==> src/rtl/rrpt_pkg.sv <==
// Shared types and constants for the round-robin process table.
// No dependencies; imported by every module of the block.
package rrpt_pkg;

    localparam int SLOT_COUNT   = 8;
    localparam int PID_W        = 3;
    localparam int PARENT_W     = 4;
    localparam int TARGET_W     = 4;
    localparam int WORD_W       = 32;
    localparam int STACK_BYTES  = 16384;
    localparam int FRAME_WORDS  = 20;
    localparam int FRAME_OFFSET = (STACK_BYTES / 4 - FRAME_WORDS) * 4;

    localparam logic [PARENT_W-1:0] NO_PARENT  = 4'd15;
    localparam logic                LVL_USER   = 1'b0;
    localparam logic                LVL_SYSTEM = 1'b1;

    typedef enum logic [1:0] {
        CMD_SWITCH = 2'd0,
        CMD_SPAWN  = 2'd1,
        CMD_KILL   = 2'd2,
        CMD_EXIT   = 2'd3
    } rrpt_cmd_code_t;

    typedef enum logic [1:0] {
        SLOT_FREE   = 2'd0,
        SLOT_READY  = 2'd1,
        SLOT_RUN    = 2'd2,
        SLOT_ZOMBIE = 2'd3
    } rrpt_slot_state_t;

    typedef struct packed {
        logic [1:0]          command;
        logic [WORD_W-1:0]   stack_pointer;
        logic                spawn_level;
        logic [2:0]          spawn_parent;
        logic [TARGET_W-1:0] target_pid;
    } rrpt_in_t;

    typedef struct packed {
        logic              status;
        logic [2:0]        pid;
        logic [WORD_W-1:0] resume_pointer;
        logic              yield_needed;
    } rrpt_out_t;

    typedef enum logic [2:0] {
        FSM_IDLE,
        FSM_LOAD,
        FSM_DECIDE,
        FSM_ADOPT,
        FSM_SCAN,
        FSM_FINISH
    } rrpt_fsm_t;

    typedef enum logic [2:0] {
        OP_NONE,
        OP_LATCH,
        OP_LOAD,
        OP_DECIDE,
        OP_ADOPT,
        OP_SCAN,
        OP_FINISH
    } rrpt_op_t;

    typedef struct packed {
        rrpt_op_t op;
    } rrpt_ctl_t;

    typedef struct packed {
        rrpt_cmd_code_t command;
        logic           refuse;
        logic           hit;
        logic           last;
        logic           out_busy;
    } rrpt_stat_t;

    function automatic logic [PID_W-1:0] next_slot(input logic [PID_W-1:0] slot);
        logic [PID_W-1:0] result;
        if (slot == PID_W'(SLOT_COUNT - 1))
        begin
            result = '0;
        end
        else
        begin
            result = slot + PID_W'(1);
        end
        return result;
    endfunction

endpackage

==> src/rtl/round_robin_process_table.sv <==
// Top level of the round-robin process table.
// Depends on rrpt_pkg; instantiates rrpt_ctrl and rrpt_dp.
//
// Usage:
//   in channel  (in_valid / in_stall / in_data): one command beat, switch,
//   spawn, kill or exit. in_stall is low only while the sequencer is idle.
//   out channel (out_valid / out_stall / out_data): one result beat per
//   command, held in an output register until the receiver drops out_stall.
//   cfg channel (cfg_valid / cfg_ready / cfg_data): writes the stack region
//   base; cfg_ready is always high. Write it only while the block is idle.
// Steps, from accepted command beat to result beat valid:
//   switch: load, walk k = 1..8 slots round-robin, finish;
//   spawn: load, search k = 1..7 slots from slot 1, finish;
//   kill: load and target check, decide, eight-slot reparent walk, finish;
//   exit: load, eight-slot reparent walk, finish. Refusals skip to finish.
// One command is in flight at a time; the slot walk is the rate limit.
// A new command is taken while an earlier result still waits in the output
// register; it finishes and holds until that beat is taken.
// Reset: slot 0 running as a system process with no parent, the rest free,
// running pid 0, base 0. Saved pointers are undefined until written.
module round_robin_process_table
    import rrpt_pkg::*;
(
    input  logic              clk,
    input  logic              rst_n,
    input  logic              in_valid,
    output logic              in_stall,
    input  rrpt_in_t          in_data,
    output logic              out_valid,
    input  logic              out_stall,
    output rrpt_out_t         out_data,
    input  logic              cfg_valid,
    output logic              cfg_ready,
    input  logic [WORD_W-1:0] cfg_data
);

    rrpt_ctl_t  ctl;
    rrpt_stat_t stat;

    rrpt_ctrl u_ctrl (
        .clk      (clk),
        .rst_n    (rst_n),
        .in_valid (in_valid),
        .in_stall (in_stall),
        .stat     (stat),
        .ctl      (ctl)
    );

    rrpt_dp u_dp (
        .clk       (clk),
        .rst_n     (rst_n),
        .ctl       (ctl),
        .stat      (stat),
        .in_data   (in_data),
        .out_valid (out_valid),
        .out_stall (out_stall),
        .out_data  (out_data),
        .cfg_valid (cfg_valid),
        .cfg_ready (cfg_ready),
        .cfg_data  (cfg_data)
    );

endmodule

==> src/rtl/rrpt_ctrl.sv <==
// Sequencer for the process table: one command beat at a time.
// Depends on rrpt_pkg; drives rrpt_dp through rrpt_ctl_t, reads rrpt_stat_t.
module rrpt_ctrl
    import rrpt_pkg::*;
(
    input  logic       clk,
    input  logic       rst_n,
    input  logic       in_valid,
    output logic       in_stall,
    input  rrpt_stat_t stat,
    output rrpt_ctl_t  ctl
);

    rrpt_fsm_t state_reg;
    rrpt_fsm_t state_next;

    always_ff @(posedge clk or negedge rst_n)
    begin
        if (!rst_n)
        begin
            state_reg <= FSM_IDLE;
        end
        else
        begin
            state_reg <= state_next;
        end
    end

    always_comb
    begin
        state_next = state_reg;
        unique case (state_reg)
            FSM_IDLE:
            begin
                if (in_valid)
                begin
                    state_next = FSM_LOAD;
                end
            end
            FSM_LOAD:
            begin
                unique case (stat.command)
                    CMD_SWITCH: state_next = FSM_SCAN;
                    CMD_SPAWN:  state_next = stat.refuse ? FSM_FINISH : FSM_SCAN;
                    CMD_KILL:   state_next = stat.refuse ? FSM_FINISH : FSM_DECIDE;
                    CMD_EXIT:   state_next = FSM_ADOPT;
                    default:    state_next = FSM_FINISH;
                endcase
            end
            FSM_DECIDE:
            begin
                state_next = stat.refuse ? FSM_FINISH : FSM_ADOPT;
            end
            FSM_ADOPT:
            begin
                if (stat.last)
                begin
                    state_next = FSM_FINISH;
                end
            end
            FSM_SCAN:
            begin
                if (stat.hit || stat.last)
                begin
                    state_next = FSM_FINISH;
                end
            end
            FSM_FINISH:
            begin
                if (!stat.out_busy)
                begin
                    state_next = FSM_IDLE;
                end
            end
            default:
            begin
                state_next = FSM_IDLE;
            end
        endcase
    end

    always_comb
    begin
        in_stall = 1'b1;
        ctl.op   = OP_NONE;
        unique case (state_reg)
            FSM_IDLE:
            begin
                in_stall = 1'b0;
                ctl.op   = in_valid ? OP_LATCH : OP_NONE;
            end
            FSM_LOAD:   ctl.op = OP_LOAD;
            FSM_DECIDE: ctl.op = OP_DECIDE;
            FSM_ADOPT:  ctl.op = OP_ADOPT;
            FSM_SCAN:   ctl.op = OP_SCAN;
            FSM_FINISH: ctl.op = stat.out_busy ? OP_NONE : OP_FINISH;
            default:    ctl.op = OP_NONE;
        endcase
    end

endmodule

==> src/rtl/rrpt_dp.sv <==
// Datapath: slot table, saved-pointer memory, scan index and result register.
// Depends on rrpt_pkg; stepped by rrpt_ctrl through rrpt_ctl_t.
module rrpt_dp
    import rrpt_pkg::*;
(
    input  logic              clk,
    input  logic              rst_n,
    input  rrpt_ctl_t         ctl,
    output rrpt_stat_t        stat,
    input  rrpt_in_t          in_data,
    output logic              out_valid,
    input  logic              out_stall,
    output rrpt_out_t         out_data,
    input  logic              cfg_valid,
    output logic              cfg_ready,
    input  logic [WORD_W-1:0] cfg_data
);

    rrpt_slot_state_t    slot_state_reg  [SLOT_COUNT];
    logic                slot_level_reg  [SLOT_COUNT];
    logic [PARENT_W-1:0] slot_parent_reg [SLOT_COUNT];
    logic [WORD_W-1:0]   ptr_mem         [SLOT_COUNT];

    rrpt_in_t            in_reg;
    logic [WORD_W-1:0]   base_reg;
    logic [PID_W-1:0]    running_reg,   running_next;
    logic                me_level_reg,  me_level_next;
    logic [PID_W-1:0]    idx_reg,       idx_next;
    logic [PID_W-1:0]    cnt_reg,       cnt_next;
    logic [PID_W-1:0]    old_par_reg,   old_par_next;
    logic [PARENT_W-1:0] new_par_reg,   new_par_next;
    logic                status_reg,    status_next;
    logic [PID_W-1:0]    pid_reg,       pid_next;
    logic                yield_reg,     yield_next;
    logic [WORD_W-1:0]   rdata_reg;
    rrpt_out_t           out_reg;
    logic                out_valid_reg;

    logic [PID_W-1:0]    rd_addr;
    rrpt_slot_state_t    rd_state;
    logic                rd_level;
    logic [PARENT_W-1:0] rd_parent;
    rrpt_cmd_code_t      cmd;
    logic [PID_W-1:0]    tgt_slot;
    logic                tgt_bad;
    logic                kill_refuse;
    logic [PID_W-1:0]    pick;

    logic                st_we;
    logic [PID_W-1:0]    st_wa;
    rrpt_slot_state_t    st_wd;
    logic                lv_we;
    logic                lv_wd;
    logic                pa_we;
    logic [PID_W-1:0]    pa_wa;
    logic [PARENT_W-1:0] pa_wd;
    logic                mem_we;
    logic [PID_W-1:0]    mem_wa;
    logic [WORD_W-1:0]   mem_wd;
    logic                mem_re;
    logic [PID_W-1:0]    mem_ra;

    assign cmd       = rrpt_cmd_code_t'(in_reg.command);
    assign tgt_slot  = in_reg.target_pid[PID_W-1:0];
    assign tgt_bad   = (in_reg.target_pid == '0) ||
                       (int'(in_reg.target_pid) >= SLOT_COUNT);
    assign cfg_ready = 1'b1;

    always_comb
    begin
        case (ctl.op)
            OP_LOAD:   rd_addr = running_reg;
            OP_DECIDE: rd_addr = tgt_slot;
            default:   rd_addr = idx_reg;
        endcase
    end

    assign rd_state  = slot_state_reg[rd_addr];
    assign rd_level  = slot_level_reg[rd_addr];
    assign rd_parent = slot_parent_reg[rd_addr];

    assign kill_refuse = (rd_state == SLOT_FREE) ||
                         ((me_level_reg == LVL_USER) &&
                          (((tgt_slot != running_reg) &&
                            (rd_parent != PARENT_W'(running_reg))) ||
                           (rd_level == LVL_SYSTEM)));

    always_comb
    begin
        stat.command  = cmd;
        stat.refuse   = 1'b0;
        stat.hit      = 1'b0;
        stat.last     = 1'b0;
        stat.out_busy = out_valid_reg && out_stall;
        case (ctl.op)
            OP_LOAD:
            begin
                case (cmd)
                    CMD_SPAWN: stat.refuse = in_reg.spawn_level > rd_level;
                    CMD_KILL:  stat.refuse = tgt_bad;
                    default:   stat.refuse = 1'b0;
                endcase
            end
            OP_DECIDE:
            begin
                stat.refuse = kill_refuse;
            end
            OP_ADOPT:
            begin
                stat.last = idx_reg == PID_W'(SLOT_COUNT - 1);
            end
            OP_SCAN:
            begin
                if (cmd == CMD_SWITCH)
                begin
                    stat.hit  = (rd_state == SLOT_READY) || (rd_state == SLOT_RUN);
                    stat.last = cnt_reg == PID_W'(SLOT_COUNT - 1);
                end
                else
                begin
                    stat.hit  = rd_state == SLOT_FREE;
                    stat.last = idx_reg == PID_W'(SLOT_COUNT - 1);
                end
            end
            default:
            begin
                stat.refuse = 1'b0;
            end
        endcase
    end

    assign pick = stat.hit ? idx_reg : running_reg;

    always_comb
    begin
        running_next  = running_reg;
        me_level_next = me_level_reg;
        idx_next      = idx_reg;
        cnt_next      = cnt_reg;
        old_par_next  = old_par_reg;
        new_par_next  = new_par_reg;
        status_next   = status_reg;
        pid_next      = pid_reg;
        yield_next    = yield_reg;
        st_we         = 1'b0;
        st_wa         = rd_addr;
        st_wd         = SLOT_FREE;
        lv_we         = 1'b0;
        lv_wd         = in_reg.spawn_level;
        pa_we         = 1'b0;
        pa_wa         = rd_addr;
        pa_wd         = new_par_reg;
        mem_we        = 1'b0;
        mem_wa        = rd_addr;
        mem_wd        = in_reg.stack_pointer;
        mem_re        = 1'b0;
        mem_ra        = pick;
        case (ctl.op)
            OP_LATCH:
            begin
                status_next = 1'b0;
                pid_next    = '0;
                yield_next  = 1'b0;
            end
            OP_LOAD:
            begin
                me_level_next = rd_level;
                status_next   = stat.refuse;
                case (cmd)
                    CMD_SWITCH:
                    begin
                        mem_we   = 1'b1;
                        idx_next = next_slot(running_reg);
                        cnt_next = '0;
                        if (rd_state == SLOT_ZOMBIE)
                        begin
                            st_we = 1'b1;
                            st_wd = SLOT_FREE;
                        end
                        else if (rd_state == SLOT_RUN)
                        begin
                            st_we = 1'b1;
                            st_wd = SLOT_READY;
                        end
                    end
                    CMD_SPAWN:
                    begin
                        idx_next = PID_W'(1);
                    end
                    CMD_EXIT:
                    begin
                        st_we        = 1'b1;
                        st_wd        = SLOT_ZOMBIE;
                        old_par_next = running_reg;
                        new_par_next = rd_parent;
                        idx_next     = '0;
                        yield_next   = 1'b1;
                    end
                    default:
                    begin
                        idx_next = '0;
                    end
                endcase
            end
            OP_DECIDE:
            begin
                status_next = kill_refuse;
                if (!kill_refuse)
                begin
                    st_we        = 1'b1;
                    st_wd        = SLOT_FREE;
                    old_par_next = tgt_slot;
                    new_par_next = rd_parent;
                    idx_next     = '0;
                    yield_next   = tgt_slot == running_reg;
                end
            end
            OP_ADOPT:
            begin
                if ((rd_state != SLOT_FREE) && (rd_parent == PARENT_W'(old_par_reg)))
                begin
                    pa_we = 1'b1;
                end
                idx_next = next_slot(idx_reg);
            end
            OP_SCAN:
            begin
                idx_next = next_slot(idx_reg);
                cnt_next = cnt_reg + PID_W'(1);
                if (cmd == CMD_SWITCH)
                begin
                    if (stat.hit || stat.last)
                    begin
                        st_we        = 1'b1;
                        st_wa        = pick;
                        st_wd        = SLOT_RUN;
                        running_next = pick;
                        pid_next     = pick;
                        mem_re       = 1'b1;
                    end
                end
                else if (stat.hit)
                begin
                    st_we    = 1'b1;
                    st_wd    = SLOT_READY;
                    lv_we    = 1'b1;
                    pa_we    = 1'b1;
                    pa_wd    = PARENT_W'(in_reg.spawn_parent);
                    mem_we   = 1'b1;
                    mem_wd   = base_reg + WORD_W'(idx_reg) * WORD_W'(STACK_BYTES)
                               + WORD_W'(FRAME_OFFSET);
                    pid_next = idx_reg;
                end
                else if (stat.last)
                begin
                    status_next = 1'b1;
                end
            end
            default:
            begin
                status_next = status_reg;
            end
        endcase
    end

    always_ff @(posedge clk or negedge rst_n)
    begin
        if (!rst_n)
        begin
            for (int i = 0; i < SLOT_COUNT; i++)
            begin
                slot_state_reg[i]  <= SLOT_FREE;
                slot_level_reg[i]  <= LVL_USER;
                slot_parent_reg[i] <= '0;
            end
            slot_state_reg[0]  <= SLOT_RUN;
            slot_level_reg[0]  <= LVL_SYSTEM;
            slot_parent_reg[0] <= NO_PARENT;
            running_reg        <= '0;
            base_reg           <= '0;
            out_valid_reg      <= 1'b0;
        end
        else
        begin
            if (st_we)
            begin
                slot_state_reg[st_wa] <= st_wd;
            end
            if (lv_we)
            begin
                slot_level_reg[idx_reg] <= lv_wd;
            end
            if (pa_we)
            begin
                slot_parent_reg[pa_wa] <= pa_wd;
            end
            running_reg <= running_next;
            if (cfg_valid && cfg_ready)
            begin
                base_reg <= cfg_data;
            end
            if (ctl.op == OP_FINISH)
            begin
                out_valid_reg <= 1'b1;
            end
            else if (out_valid_reg && !out_stall)
            begin
                out_valid_reg <= 1'b0;
            end
        end
    end

    always_ff @(posedge clk)
    begin
        if (ctl.op == OP_LATCH)
        begin
            in_reg <= in_data;
        end
        me_level_reg <= me_level_next;
        idx_reg      <= idx_next;
        cnt_reg      <= cnt_next;
        old_par_reg  <= old_par_next;
        new_par_reg  <= new_par_next;
        status_reg   <= status_next;
        pid_reg      <= pid_next;
        yield_reg    <= yield_next;
        if (ctl.op == OP_FINISH)
        begin
            out_reg.status         <= status_reg;
            out_reg.pid            <= pid_reg;
            out_reg.resume_pointer <= (cmd == CMD_SWITCH) ? rdata_reg : '0;
            out_reg.yield_needed   <= yield_reg;
        end
    end

    always_ff @(posedge clk)
    begin
        if (mem_we)
        begin
            ptr_mem[mem_wa] <= mem_wd;
        end
        if (mem_re)
        begin
            rdata_reg <= ptr_mem[mem_ra];
        end
    end

    assign out_valid = out_valid_reg;
    assign out_data  = out_reg;

    a_switch_runs: assert property (@(posedge clk) disable iff (!rst_n)
        (ctl.op == OP_SCAN && cmd == CMD_SWITCH && (stat.hit || stat.last))
        |=> (slot_state_reg[running_reg] == SLOT_RUN))
        else $error("switch left the chosen slot not running");

    a_no_overwrite: assert property (@(posedge clk) disable iff (!rst_n)
        (ctl.op == OP_FINISH) |-> !(out_valid_reg && out_stall))
        else $error("result beat loaded over a stalled beat");

    a_switch_clean: assert property (@(posedge clk) disable iff (!rst_n)
        (ctl.op == OP_FINISH && cmd == CMD_SWITCH) |-> (!yield_reg && !status_reg))
        else $error("switch result carries refuse or yield");

    a_spawn_ready: assert property (@(posedge clk) disable iff (!rst_n)
        (ctl.op == OP_SCAN && cmd == CMD_SPAWN && stat.hit)
        |=> (slot_state_reg[$past(idx_reg)] == SLOT_READY))
        else $error("spawned slot not marked ready");

endmodule

==> config.mk <==
export PLATFORM = sky130hd
export DESIGN_NAME = round_robin_process_table
export DESIGN_NICKNAME = d
export VERILOG_FILES = /design/src/rtl/rrpt_pkg.sv /design/src/rtl/round_robin_process_table.sv /design/src/rtl/rrpt_ctrl.sv /design/src/rtl/rrpt_dp.sv
export SDC_FILE = /design/constraint.sdc
export NUM_CORES = 1
export LEC_CHECK = 0
export BUFFER_PORTS_ARGS = -buffer_cell sky130_fd_sc_hd__clkbuf_2
export CAP_MARGIN = 30
export CORE_AREA = 2 2 240 242
export DETAILED_ROUTE_END_ITERATION = 7
export DIE_AREA = 0 0 242 244
export PLACE_DENSITY = 0.58
export SLEW_MARGIN = 20
export SYNTH_ARGS = -nofsm -noshare
export SYNTH_HDL_FRONTEND = slang
export SYNTH_SLANG_ARGS = --single-unit
==> constraint.sdc <==
create_clock -name clk -period 5.5 [get_ports clk]
set_input_delay 1.375 -clock clk [delete_from_list [all_inputs] [get_ports clk]]
set_output_delay 1.375 -clock clk [all_outputs]
set_load 0.02 [all_outputs]
# After elaboration in Yosys (flattened, before gate mapping)
# Memories as Yosys holds them, arrays and structs flattened. A register that Yosys moved wholly into a read port is not among the register bits.
# Index checks and enable logic that the tools add are counted.
# word_totals
word_cells	232
n_memories	1
inputBits	79
register_bits	193
ram_bits	256
out_inout_bits	40
# op_classes
magnitude_cmp	8
n_bitwise	4
eq_ne	36
reduce_logical	35
n_mux	98
addsub	5
# mem_list
name	depth	width	rd	rd_ports_with_merged_regs	wr	line	text
u_dp.ptr_mem	8	32	1	1	1	rrpt_dp.sv:22	logic [WORD_W-1:0] ptr_mem [SLOT_COUNT];
# ops
operator	count
32-bit two-way mux	3
3-bit two-way mux	20
3-bit one-hot mux with 6 select lines	2
32-bit by 14-bit adder with 32-bit output (second input constant)	1
32-bit by 17-bit adder with 32-bit output	1
32-bit bitwise mux	1
4-bit two-way mux	8
1-bit two-way mux	30
3-bit one-hot mux with 2 select lines	5
3-bit == test (second input constant)	8
16-bit bitwise mux	1
4-bit greater-or-equal comparator (second input constant)	4
2-bit two-way mux	7
2-bit != test (second input constant)	7
4-bit binary-select mux with 3-bit select	1
4-bit demux with 3-bit select	1
3-bit by 2-bit == test with 1-bit output (second input constant)	4
4-bit by 1-bit < comparator with 1-bit output (second input constant)	3
3-bit NOT with 4-bit output	3
1-bit one-hot mux with 2 select lines	6
3-bit one-hot mux with 4 select lines	1
3-bit AND reduction	4
2-bit nonzero test	5
3-bit by 1-bit adder with 3-bit output (second input constant)	3
other kinds (33)	57

# Logic depth before layout (Yosys ltp)
# logic_depth
word_depth	23
depth_mapped	22
ltp_nobuf	20

# By module
# A second synthesis with hierarchy kept.
# hier_totals
cells_unflattened	1254
hier_area_um2	20383.3
# by_module_without_submodules
module	n_inst	seq_area_each_um2	area_per_inst_um2	cells_each
rrpt_dp	1	13900.8	20074.3	1216
rrpt_ctrl	1	75.1	309.0	38

# Worst setup path before layout
# No wires, ideal clock.
# synth_timing
path_kind	reg-to-reg
from	reg u_ctrl.state_reg[2]
to	mem u_dp.ptr_mem[0][0] (enable)
path_slack_ns	0.687
t_required_ns	5.079
path_stages_with_launch	16
t_arrival_ns	4.391
setup_ns	0.421
n_path_buf	4
period_less_slack_ns	4.813
path_cell_list	dfrtp_1 buf_4 nor3b_4 a32o_2 or2_1 buf_6 buf_6 and3_1 a31oi_1 a221oi_1 ha_1 nor2b_1 and2_1 clkbuf_1 a21oi_1 nor2_1
# synth_between
elab_chain_len	17
elab_cells_between_ends	26
cone_classes	10 x eq/ne; 12 x mux; 1 x bitwise; 3 x reduce/logical
# synth_lines
item	line	text
start, declared	rrpt_ctrl.sv:14	rrpt_fsm_t state_reg;
start signal, assigned	rrpt_ctrl.sv:25	state_reg <= state_next;
3-bit == test, or another cell as far along	rrpt_ctrl.sv:86	unique case (state_reg)
3-bit one-hot mux with 6 select lines *	rrpt_ctrl.sv:86	
3-bit by 2-bit == test with 1-bit output, on equally long branches	rrpt_dp.sv:71, rrpt_dp.sv:158	
3-bit one-hot mux with 2 select lines	rrpt_dp.sv:71	case (ctl.op)
3-bit NOT with 4-bit output (implied by the code)	rrpt_dp.sv:78	assign rd_state = slot_state_reg[rd_addr];
2-bit binary-select mux with 3-bit select	rrpt_dp.sv:78	
2-bit two-way mux (implied by the code) (2 in a row)	rrpt_dp.sv:78	
2-bit by 1-bit == test with 1-bit output or 2-bit == test (tied branches)	rrpt_dp.sv:116	stat.hit = (rd_state == SLOT_READY) || (rd_state == SLOT_RUN);
1-bit logical OR	rrpt_dp.sv:116	
2-bit two-way mux	rrpt_dp.sv:114	if (cmd == CMD_SWITCH)
1-bit two-way mux	rrpt_dp.sv:95	case (ctl.op)
1-bit two-way mux	rrpt_dp.sv:242	else if (stat.hit)
1-bit two-way mux	rrpt_dp.sv:230	if (cmd == CMD_SWITCH)
1-bit one-hot mux with 2 select lines	rrpt_dp.sv:158	case (ctl.op)
1-bit two-way mux	rrpt_dp.sv:338	if (mem_we)
1-bit two-way mux (implied by the code)	rrpt_dp.sv:340	ptr_mem[mem_wa] <= mem_wd;
end, declared	rrpt_dp.sv:22	
# Mark *: on every way between the ends. The rest lies on a longest branch, timed or not. The select of a mux whose other input is x is not followed.

# Worst setup path after layout
# layout_timing
from	reg u_ctrl.state_reg[2]
to	reg u_dp.rdata_reg[11] (read register of u_dp.ptr_mem) (data pin)
# layout_between
elab_chain_len	16
elab_cells_between_ends	28
cone_classes	11 x eq/ne; 12 x mux; 1 x bitwise; 4 x reduce/logical
# layout_lines
item	line	text
3-bit == test, or another cell as far along	rrpt_ctrl.sv:86	
3-bit one-hot mux with 6 select lines *	rrpt_ctrl.sv:86	
3-bit by 2-bit == test with 1-bit output	rrpt_dp.sv:71	
3-bit one-hot mux with 2 select lines	rrpt_dp.sv:71	
3-bit NOT with 4-bit output (implied by the code)	rrpt_dp.sv:78	
2-bit binary-select mux with 3-bit select	rrpt_dp.sv:78	
2-bit two-way mux (implied by the code) (2 in a row)	rrpt_dp.sv:78	
2-bit by 1-bit == test with 1-bit output or 2-bit == test (tied branches)	rrpt_dp.sv:116	
1-bit logical OR	rrpt_dp.sv:116	
2-bit two-way mux	rrpt_dp.sv:114	
1-bit two-way mux	rrpt_dp.sv:95	
1-bit logical OR	rrpt_dp.sv:232	if (stat.hit || stat.last)
1-bit two-way mux	rrpt_dp.sv:232	
1-bit two-way mux	rrpt_dp.sv:230	
1-bit two-way mux	rrpt_dp.sv:158	
end, declared	rrpt_dp.sv:35	logic [WORD_W-1:0] rdata_reg;
# Marks and branches as above.
# A chain may end at the register's enable or synchronous reset.

==> impl_metrics.json <==
{
  "swShare": 0.3438,
  "grt_setup_unrepaired": "false",
  "drc": 0,
  "critPathArrivalTime_ns": 5.35,
  "finalSetupViolCount": 0,
  "endpoint": "u_dp.rdata_reg[11]",
  "ys_warn_count": 0,
  "syn_area_mm2": 0.02013,
  "min_path_type": "flop to flop",
  "timing.max_cap.violations": 0,
  "synth_seq_cells": 481,
  "slew_violations": 0,
  "syn_avg_cell_area_um2": 15.96,
  "worst_pin_slew_ns": 0.9508,
  "cts_setup_buffers": 0,
  "r2r-start": "u_ctrl.state_reg[2]",
  "status": "finished, final reports clean",
  "fmaxAchievable_mhz": 199.2,
  "cts_root_buf": "clkbuf_16",
  "holdWs_ns": 0.4196,
  "synth_fp_nets": 1357,
  "critical_path_class": "flop to flop",
  "die_y_um": 244,
  "final_cell_mix": "386 x edfxtp_1, 127 x nand2_1, 116 x clkbuf_2",
  "clk_latency_ns": 0.60,
  "fin_skew_ns": 0.02274,
  "seq_power_share": 0.388,
  "clock-sinks": 481,
  "cts_tree": "done",
  "grt_pass1_wl_um": 74560,
  "p_int_mw": 9.336,
  "cts_inserted_buffers": 51,
  "worst_r2r_path_depth": 16,
  "p_clk_frac": 0.242,
  "postRouteAntennaNets": 0,
  "drive_gt1_frac": 0.3013,
  "gp_congestion": 0.8479,
  "worstPathRequired_ns": 5.83,
  "worstSetupStartpointType": "flop",
  "setup_tns_ns": 0,
  "htree_levels": 2,
  "endpoint_kind": "flop",
  "hold_viol": 0,
  "rows": 87,
  "ctsHoldBuffers": 0,
  "antenna_found_initial": 1,
  "core_mm2": 0.05617,
  "wl_um": 49250,
  "initial_core_util": 0.3584,
  "hpwl_um": 30560,
  "synth_enable_flop_cells": 386,
  "synth_cell_types": 76,
  "grt_pass1_vias": 11980,
  "grt_usage": 0.1676,
  "drt-initial-drc-count": 953,
  "area_growth_pct": 17.15,
  "seq_area_frac_synth": 0.6943,
  "clockBufferDepth": 3,
  "reg2reg_slack_ns": 0.48,
  "final_util": 0.4198,
  "whs_path_depth": 0,
  "wl_per_cell_um": 22.26,
  "p_leak_nw": 8.384,
  "dieArea_mm2": 0.05905,
  "diodes": 0,
  "reg2reg_to": "u_dp.rdata_reg[11]",
  "setup_ws_ns": 0.4792,
  "synthCells": 1261,
  "finalNonFillerCells": 2213,
  "nets": 1516,
  "num_io_pins": 119,
  "vias": 11400,
  "synthArstFlopShare": 0.1975,
  "period_needed_ns": 5.021,
  "cts_resized": 0,
  "io_buffers": 117,
  "timing.final.crit_share": 0.9129,
  "grt_max_degree": 66,
  "layout_commonest_cell": "edfxtp_1",
  "post-place-ws_ns": 0.3710,
  "comb_power_share": 0.369,
  "clk_pin_slew_ns": 0.06,
  "ir_drop_mv": 0.4054,
  "overflow": 0,
  "slew_headroom": 0.3595,
  "fillers": 5126,
  "p_switching_mw": 4.892,
  "vias_per_cell": 5.151,
  "ys.flop_type": "edfxtp_1",
  "drt_first_pass_iters": 5,
  "numPlacedInstances": 2117,
  "crit_path_start": "u_ctrl.state_reg[2]",
  "fp.dieW_um": 242,
  "critPathMaxFanout": 65,
  "power_density_mw_per_mm2": 603.3,
  "largest_reg_flops": 256
}
[cell usage after synthesis, drive strengths merged, types with 7 or more instances]
| cell | number | area (um2) |
|---|---|---|
| nor2 | 57 | 224.0 |
| edfxtp | 386 | 11590 |
| dfrtp | 89 | 2227 |
| and3 | 11 | 68.82 |
| mux2 | 86 | 968.4 |
| a21oi | 29 | 178.9 |
| xnor2 | 22 | 200.2 |
| a31oi | 8 | 50.05 |
| a21boi | 7 | 52.55 |
| o22ai | 9 | 56.30 |
| xor2 | 12 | 105.1 |
| nand3 | 19 | 95.09 |
| o21ai | 48 | 247.7 |
| mux2i | 8 | 80.08 |
| o21a | 9 | 67.56 |
| clkbuf | 36 | 135.1 |
| o22a | 27 | 254.0 |
| nor3 | 12 | 60.06 |
| buf | 23 | 145.1 |
| nand2 | 129 | 486.7 |
| and2 | 36 | 225.2 |
| mux4 | 64 | 1441 |
| ha | 17 | 212.7 |
| inv | 24 | 90.09 |
[cell families after synthesis]
| family | share of synthesized area |
|---|---|
| other | 0.0001863 |
| buffers and inverters | 0.01877 |
| adder cells (fa/ha/maj) | 0.01057 |
| AND/OR/NAND/NOR | 0.07273 |
| XOR/XNOR | 0.01517 |
| flip-flops | 0.6943 |
| AO/OA/AOI/OAI | 0.06458 |
| multiplexers | 0.1237 |
[stage by stage]
step	cell area [um2]	total power, mW
after floorplan	20130	9.146
after global placement	21820	10.73
after detailed placement	21860	10.84
after CTS	23540	14.34
after global routing	23580	15.01
final	23580	14.23
[area by class of cell]
class	instances	area, um2	area share
multi-input combinational	695	5907	0.2505
tap	756	945.9	0.04011
inverter	26	97.59	0.004139
sequential	481	13980	0.5927
clock inverter	23	274.0	0.01162
clock buffer	67	1406	0.05964
timing repair buffer	165	974.7	0.04133
[worst max-delay path, stage by stage (launching register included)]
cell and delay (ns):
dfrtp_1 0.53, nor3b_4 0.47, a21oi_2 0.19, nand2_2 0.36, nand2_1 0.10, and3_1 0.17
a31oi_1 0.20, nand2_1 0.08, nand2_1 0.11, inv_1 0.05, ha_1 0.26, nor2b_1 0.19
o21ai_1 0.33, mux2i_4 0.32, buf_12 0.46, mux4_2 0.58, mux2_2 0.29
[how the worst min path moves through the flow]
stage,startpoint,to,slack (ns)
after floorplan,u_dp.yield_reg,u_dp.out_data[0],0.40
after global placement,u_dp.pid_reg[0],u_dp.out_data[33],0.41
after detailed placement,u_dp.status_reg,u_dp.out_data[36],0.41
after CTS,u_dp.status_reg,u_dp.out_data[36],0.42
after global routing,u_dp.pid_reg[0],u_dp.out_data[33],0.43
final,u_dp.status_reg,u_dp.out_data[36],0.42
[power by group through the flow]
stage	logic (mW)	registers (mW)	clock network (mW)
floorplan	3.61	5.54	0
global placement	5.14	5.59	0
detailed placement	5.24	5.60	0
CTS	5.26	5.53	3.54
global route	5.73	5.59	3.69
finish	5.26	5.52	3.45
[routing by layer]
layer / share of wire / wire length (um) / global-route usage
met1: 0.43 / 21300 / 0.2225
met2: 0.48 / 23740 / 0.2755
met3: 0.059 / 2888 / 0.03523
met4: 0.027 / 1306 / 0.05483
met5: 0.00026 / 13 / 0
Power figures use the tool's default switching activity.
